--- src/sv/ist_interp.sv ---
// ----------------------------------------------------------------------------
// ist_interp: interpolation offset unit
// Computes span * dk / den. The product loads on start_i, then one quotient
// bit per cycle. The caller guarantees dk <= den, so the quotient fits in
// IDX_W bits and never exceeds span.
// ----------------------------------------------------------------------------
`timescale 1ns / 1ps

module ist_interp #(
  parameter int IDX_W      = 7,
  parameter int WORD_WIDTH = 32
) (
  input  logic                  clk_i,
  input  logic                  rst_ni,
  input  logic                  start_i,
  input  logic [IDX_W-1:0]      span_i,
  input  logic [WORD_WIDTH-1:0] dk_i,
  input  logic [WORD_WIDTH-1:0] den_i,
  output logic                  done_o,
  output logic [IDX_W-1:0]      quot_o
);

  localparam int NW    = IDX_W + WORD_WIDTH;
  localparam int CNT_W = $clog2(IDX_W + 1);

  logic                  busy_q, busy_d;
  logic [CNT_W-1:0]      cnt_q, cnt_d;
  logic [WORD_WIDTH-1:0] rem_q, rem_d;
  logic [IDX_W-1:0]      quo_q, quo_d;
  logic [NW-1:0]         prod;
  logic [WORD_WIDTH:0]   trial;
  logic                  ge;

  // Product of span and key offset
  assign prod = NW'(span_i) * NW'(dk_i);

  // One restoring division step
  assign trial = {rem_q, quo_q[IDX_W-1]};
  assign ge    = trial >= {1'b0, den_i};

  always_comb begin
    busy_d = busy_q;
    cnt_d  = cnt_q;
    rem_d  = rem_q;
    quo_d  = quo_q;
    if (start_i) begin
      busy_d = 1'b1;
      cnt_d  = CNT_W'(IDX_W);
      rem_d  = prod[NW-1:IDX_W];
      quo_d  = prod[IDX_W-1:0];
    end else if (busy_q) begin
      if (cnt_q == '0) begin
        busy_d = 1'b0;
      end else begin
        cnt_d = cnt_q - CNT_W'(1);
        rem_d = ge ? WORD_WIDTH'(trial - {1'b0, den_i}) : trial[WORD_WIDTH-1:0];
        quo_d = IDX_W'({quo_q, ge});
      end
    end
  end

  always_ff @(posedge clk_i or negedge rst_ni) begin
    if (!rst_ni) begin
      busy_q <= 1'b0;
      cnt_q  <= '0;
    end else begin
      busy_q <= busy_d;
      cnt_q  <= cnt_d;
    end
  end

  always_ff @(posedge clk_i) begin
    rem_q <= rem_d;
    quo_q <= quo_d;
  end

  assign done_o = busy_q && (cnt_q == '0);
  assign quot_o = quo_q;

endmodule

--- config.mk ---
export PLATFORM = sky130hd
export DESIGN_NAME = ist_interp
export DESIGN_NICKNAME = d
export VERILOG_FILES = /design/src/sv/ist_interp.sv
export SDC_FILE = /design/constraint.sdc
export NUM_CORES = 1
export LEC_CHECK = 0
export BUFFER_PORTS_ARGS = -buffer_cell sky130_fd_sc_hd__buf_4
export CORE_MARGIN = 3
export CORE_UTILIZATION = 45
export DETAILED_ROUTE_END_ITERATION = 10
export GPL_ROUTABILITY_DRIVEN = 0
export HOLD_SLACK_MARGIN = 0.15
export PLACE_DENSITY = 0.68
export SETUP_SLACK_MARGIN = 0.05
export SLEW_MARGIN = 40
export SYNTH_ARGS = -nofsm -noshare
export SYNTH_HDL_FRONTEND = slang
export SYNTH_SLANG_ARGS = --single-unit
--- constraint.sdc ---
create_clock -name clk_i -period 4.5 [get_ports clk_i]
set_input_delay 0.675 -clock clk_i [delete_from_list [all_inputs] [get_ports clk_i]]
set_output_delay 0.675 -clock clk_i [all_outputs]
set_load 0.005 [all_outputs]
# Word level (Yosys, flattened, before mapping)
# Cells that the tools add are included.
totals:
  register_bits: 43
  latch_bits: 0
  ram_bits: 0
  rom_bits: 0
  input_bits: 74
  out_inout_bits: 8
  word_cells: 26
  mem_count: 0
classes:
  n_addsub: 2
  multipliers: 1
  n_div: 0
  order_cmp: 1
  n_eq_ne: 1
  shift: 0
  muxes: 13
  bitwise: 0
  n_reduce_logical: 4
ops:
  columns: ["operator", "count"]
  rows:
  - ["two-way mux 32 bit", 4]
  - ["multiplier 7 x 32 -> 39 bit", 1]
  - ["greater-or-equal comparator 33 x 32 -> 1 bit", 1]
  - ["subtractor 32 bit", 1]
  - ["two-way mux 7 bit", 3]
  - ["two-way mux 3 bit", 3]
  - ["logical NOT 3 bit", 1]
  - ["two-way mux 1 bit", 3]
  - ["subtractor 3 x 1 -> 3 bit, second input constant", 1]
  - ["!= test 2 bit, second input constant", 1]
  - ["AND reduction 2 bit", 1]
  - ["nonzero test 2 bit", 1]
  - ["logical AND 1 bit", 1]

# Depth between registers and ports, before layout
logic_depth:
  depth_word: 5
  ltp_mapped: 20

# Worst setup path before layout
# No wires, ideal clock.
synth_path:
  path_type: "input to register"
  start: "input span_i[6]"
  end: "register rem_q[29], data pin"
  setup_time_ns: 0.260
  t_arrival_ns: 5.227
  setup_slack_ns: -0.987
  cell_stages: 19
  path_buffers: 1
  cell_sequence: "clkbuf_1 > nand2_1 > fa_1 > fa_1 > inv_1 > fa_1 > inv_1 > fa_1 > inv_1 > ha_1 > a211oi_2 > o21ai_1 > a31oi_1 > o21ai_1 > a211oi_2 > nor2_1 > a211oi_2 > xnor2_1 > mux2_2"
synth_via:
  elab_chain_cells: 2
synth_rtl:
  columns: ["item", "line", "text"]
  rows:
  - ["start, declared", "16", "input logic [IDX_W-1:0] span_i,"]
  - ["multiplier 7 x 32 -> 39 bit", "35", "assign prod = NW'(span_i) * NW'(dk_i);"]
  - ["two-way mux 32 bit", "46", "if (start_i) begin"]
  - ["via rem_d[29]", "28", "logic [WORD_WIDTH-1:0] rem_q, rem_d;"]
  - ["end signal, assigned", "73", "rem_q <= rem_d;"]
  - ["end, declared", "28", null]
# The timed path passes the listed nets, and every way through them passes these cells.
# A chain may end at the register's enable or synchronous reset.

# Worst setup path after layout
layout_path:
  start: "input span_i[2]"
  end: "register rem_q[24], data pin"
# Same word-level chain as after synthesis.

==> metrics.md <==
| Metric | Value |
|---|---|
| Critical path origin | `span_i[2]` |
| Initial antenna violation count | `0` |
| Share of cells above drive strength 1 | `31.2%` |
| Nets | `1842` |
| Hold Path Class | `primary input to asynchronous set/reset pin` |
| Tcrit/Tclk final | `115%` |
| DRC viols | `0` |
| F_max | `0.193 GHz` |
| Seq/Total Area, Yosys | `11.5%` |
| Slowest CP cell | `fa_1` |
| Global-route wire length before repair | `49600 um` |
| Post-synthesis area per instance | `8.55 um^2` |
| I/O Buffers | `81` |
| YS warnings | `0` |
| Placed Area | `13300 um^2` |
| Iteration-0 DRC Markers | `533` |
| Height of the die | `162 um` |
| Pleak | `7.13 nW` |
| Critical path data required time | `4.51 ns` |
| # diodes | `0` |
| H-tree depth | `2` |
| Commonest non-fill, non-tap cells in the layout | `buf_4, inv_1, fa_1` |
| Worst-margin pin slew | `0.771 ns` |
| Layout Skew | `0.00797 ns` |
| Final wirelength | `29700 um` |
| TNS Setup | `-10.99 ns` |
| Pwr dens | `680 nW/um^2` |
| Crit-path max FO | `6` |
| Worst-path clk slew | `0.06 ns` |
| CP max stage delay | `0.49 ns` |
| Cell count of the worst reg-to-reg path | `9` |
| Synth unique cells | `72` |
| Met2 WL post-DR | `13800 um` |
| Initial cell density of the core | `46.4%` |
| Largest net degree at the start of global routing | `78` |
| Core Box Area | `23800 um^2` |
| Register bit total from synthesis | `43` |
| Outcome | `finished, violations left` |
| RSZ-0062 raised after global routing | `true` |
| Routed len/inst | `16.1 um` |
| Crit path DAT | `5.19 ns` |
| Setup WS post-layout | `-0.672 ns` |
| I/O Pins | `82` |
| Final instance area | `14700 um^2` |
| Critical path class | `primary input to flip-flop` |
| CTS Buffer Depth | `2` |
| Met3 wire length | `1030 um` |
| Core Rows | `56` |
| CP Launch Type | `primary input` |
| Area Growth Syn to Fin | `33.2%` |
| Synth Cell Area | `11000 um^2` |
| # setup viols final | `28` |
| Slew Limit Headroom | `48.1%` |
| Final count of hold timing violations | `0` |
| CTS tree | `built` |
| Antenna-violating nets left | `0` |
| R2r setup slk | `1.00 ns` |
| CTS Buf Count | `5` |
| Max-slew violation count | `0` |
| TritonRoute pass-1 iters | `5` |
| Vias post-DR | `9720` |
| Reg2reg start | `rem_q[16]$_DFFE_PP_` |
| Reg-to-reg endpoint | `rem_q[21]$_DFFE_PP_` |
| Syn_nets | `1604` |
| Synth Instances | `1289` |
| Total gr overflow | `0` |
| Clk Latency, worst-skew pair | `0.29 ns` |
| Commonest non-fill, non-tap cell in the layout | `buf_4` |
| Most used cell, CP | `fa_1` |
| Vias per cell | `5.26` |
| Synth async-reset ratio | `9.30%` |
| Post-synth top flop | `edfxtp_1` |
| Number of flops mapped to enable cells by yosys | `39` |
| Vias in the first global route | `10000` |
| Clock Sinks | `43` |
| CP Cell Sequence | `buf_16, buf_6, and2_4, fa_1, inv_1, fa_1, inv_1, fa_1, inv_1, fa_1, inv_2, ha_4, buf_6, o211ai_1, o21ai_2, o21ai_2, o21ai_2, o211ai_1, buf_4, a21boi_4, o41ai_2, xor2_1, a21oi_1` |
| # hold bufs at CTS | `0` |
| Failing checks | `negative setup slack` |
| Die Span X | `162 um` |
| DR top layer | `met4` |
| Met1 Routed Length | `14300 um` |
| Root Buffer | `clkbuf_16` |
| Tmin final | `5.17 ns` |
| Max rail drop VDD | `0.332 mV` |
| Die area | `26400 um^2` |
| HPWL after DPL | `22300 um` |
| Worst Setup End Kind | `flip-flop` |
| GR Util All Layers | `22.6%` |
| Max-Cap Viols | `0` |
| Hold WS | `0.169 ns` |
==> synthesized netlist by cell type (19+ instances only) <==
library cell,count,area [um^2]
inv_1,186,698
and2_1,176,1100
fa_1,150,3000
nand2_1,108,405
ha_1,91,1140
a21oi_1,84,420
nor2_1,54,203
edfxtp_1,39,1170
a21o_1,36,270
o21ai_0,35,175
clkbuf_1,32,120
xnor2_1,31,272
xor2_1,26,228
a211oi_1,22,165
o21ai_1,19,95.1
==> report_power, final <==
group          total (mW)  switching [mW]  internal, mW
Clock               0.352           0.147         0.205
Combinational        8.75            4.37          4.37
Sequential          0.885           0.140         0.744
Total                9.98            4.66          5.32
==> per-stage QoR <==
stage | cells | total power [mW] | worst slack [ns] | util (%)
after floorplan | 1289 | 5.98 | -0.680 | -
after global placement | 1797 | 8.05 | -1.06 | 56.2
after detailed placement | 1797 | 8.17 | -1.19 | 56.2
after CTS | 1844 | 9.48 | -0.592 | 61.0
after global routing | 1847 | 10.9 | -0.897 | 61.8
final | 1847 | 9.98 | -0.672 | 61.8
==> logic make-up (layout without fill, tap and decap cells) <==
family          after synthesis  count (layout)  share of synthesized area [%]
compound gates              277             277                           16.6
xor+xnor                     57              57                           4.53
mux                          11              11                           1.07
fa+ha+maj                   241             241                           37.6
buf+inv                     236             475                           8.34
simple gates                424             424                           20.3
flops                        43              43                           11.5
==> area by class of cell <==
| type | instances | area [um^2] |
|---|---|---|
| well taps | 319 | 399 |
| inverters | 186 | 698 |
| flip-flops and latches | 43 | 1270 |
| multi-input cells | 1010 | 9650 |
| clock inverters | 2 | 12.5 |
| clock buffers | 6 | 129 |
| fillers | 1978 | 9080 |
| repair buffers | 281 | 2520 |
==> critical path, delay by kind of cell <==
family	cells	cell delay, ns
adders and majority gates	5	2.13
AOI/OAI and AO/OA	8	1.31
buffers and inverters	8	0.73
xor gates and xnor gates	1	0.19
and+or+nand+nor	1	0.13
==> worst max path at each step <==
stage	cells after the start	slack, ns	to
2_1_floorplan	19	-0.68	rem_q[29]$_DFFE_PP_
3_3_place_gp	20	-1.06	rem_q[31]$_DFFE_PP_
3_5_place_dp	21	-1.19	rem_q[31]$_DFFE_PP_
4_1_cts	22	-0.59	rem_q[24]$_DFFE_PP_
5_1_grt	22	-0.90	rem_q[24]$_DFFE_PP_
6_report	23	-0.67	rem_q[24]$_DFFE_PP_
==> flip-flops by register name, summed over array words and instances, names as in the netlist <==
signal,cells
busy_q,1
cnt_q,3
rem_q,32
quot_o,7
==> metal layers <==
layer | vias up | GRT usage [%]
met2 | 238 | 37.4
met1 | 4703 | 33.1
met3 | 31 | 1.04
li1 | 4748 | -
met5 | - | 0
met4 | 0 | 4.58
==> repair_timing <==
item / CTS / global route
setup buffers: 38 / 8
pin swaps: 90 / 69
hold endpoints to repair: 0 / 0
endpoints found under the setup margin: 30 / 31
resized for setup: 147 / 37
cloned: 8 / 0
No activity file was read; power rests on OpenSTA's default activity.
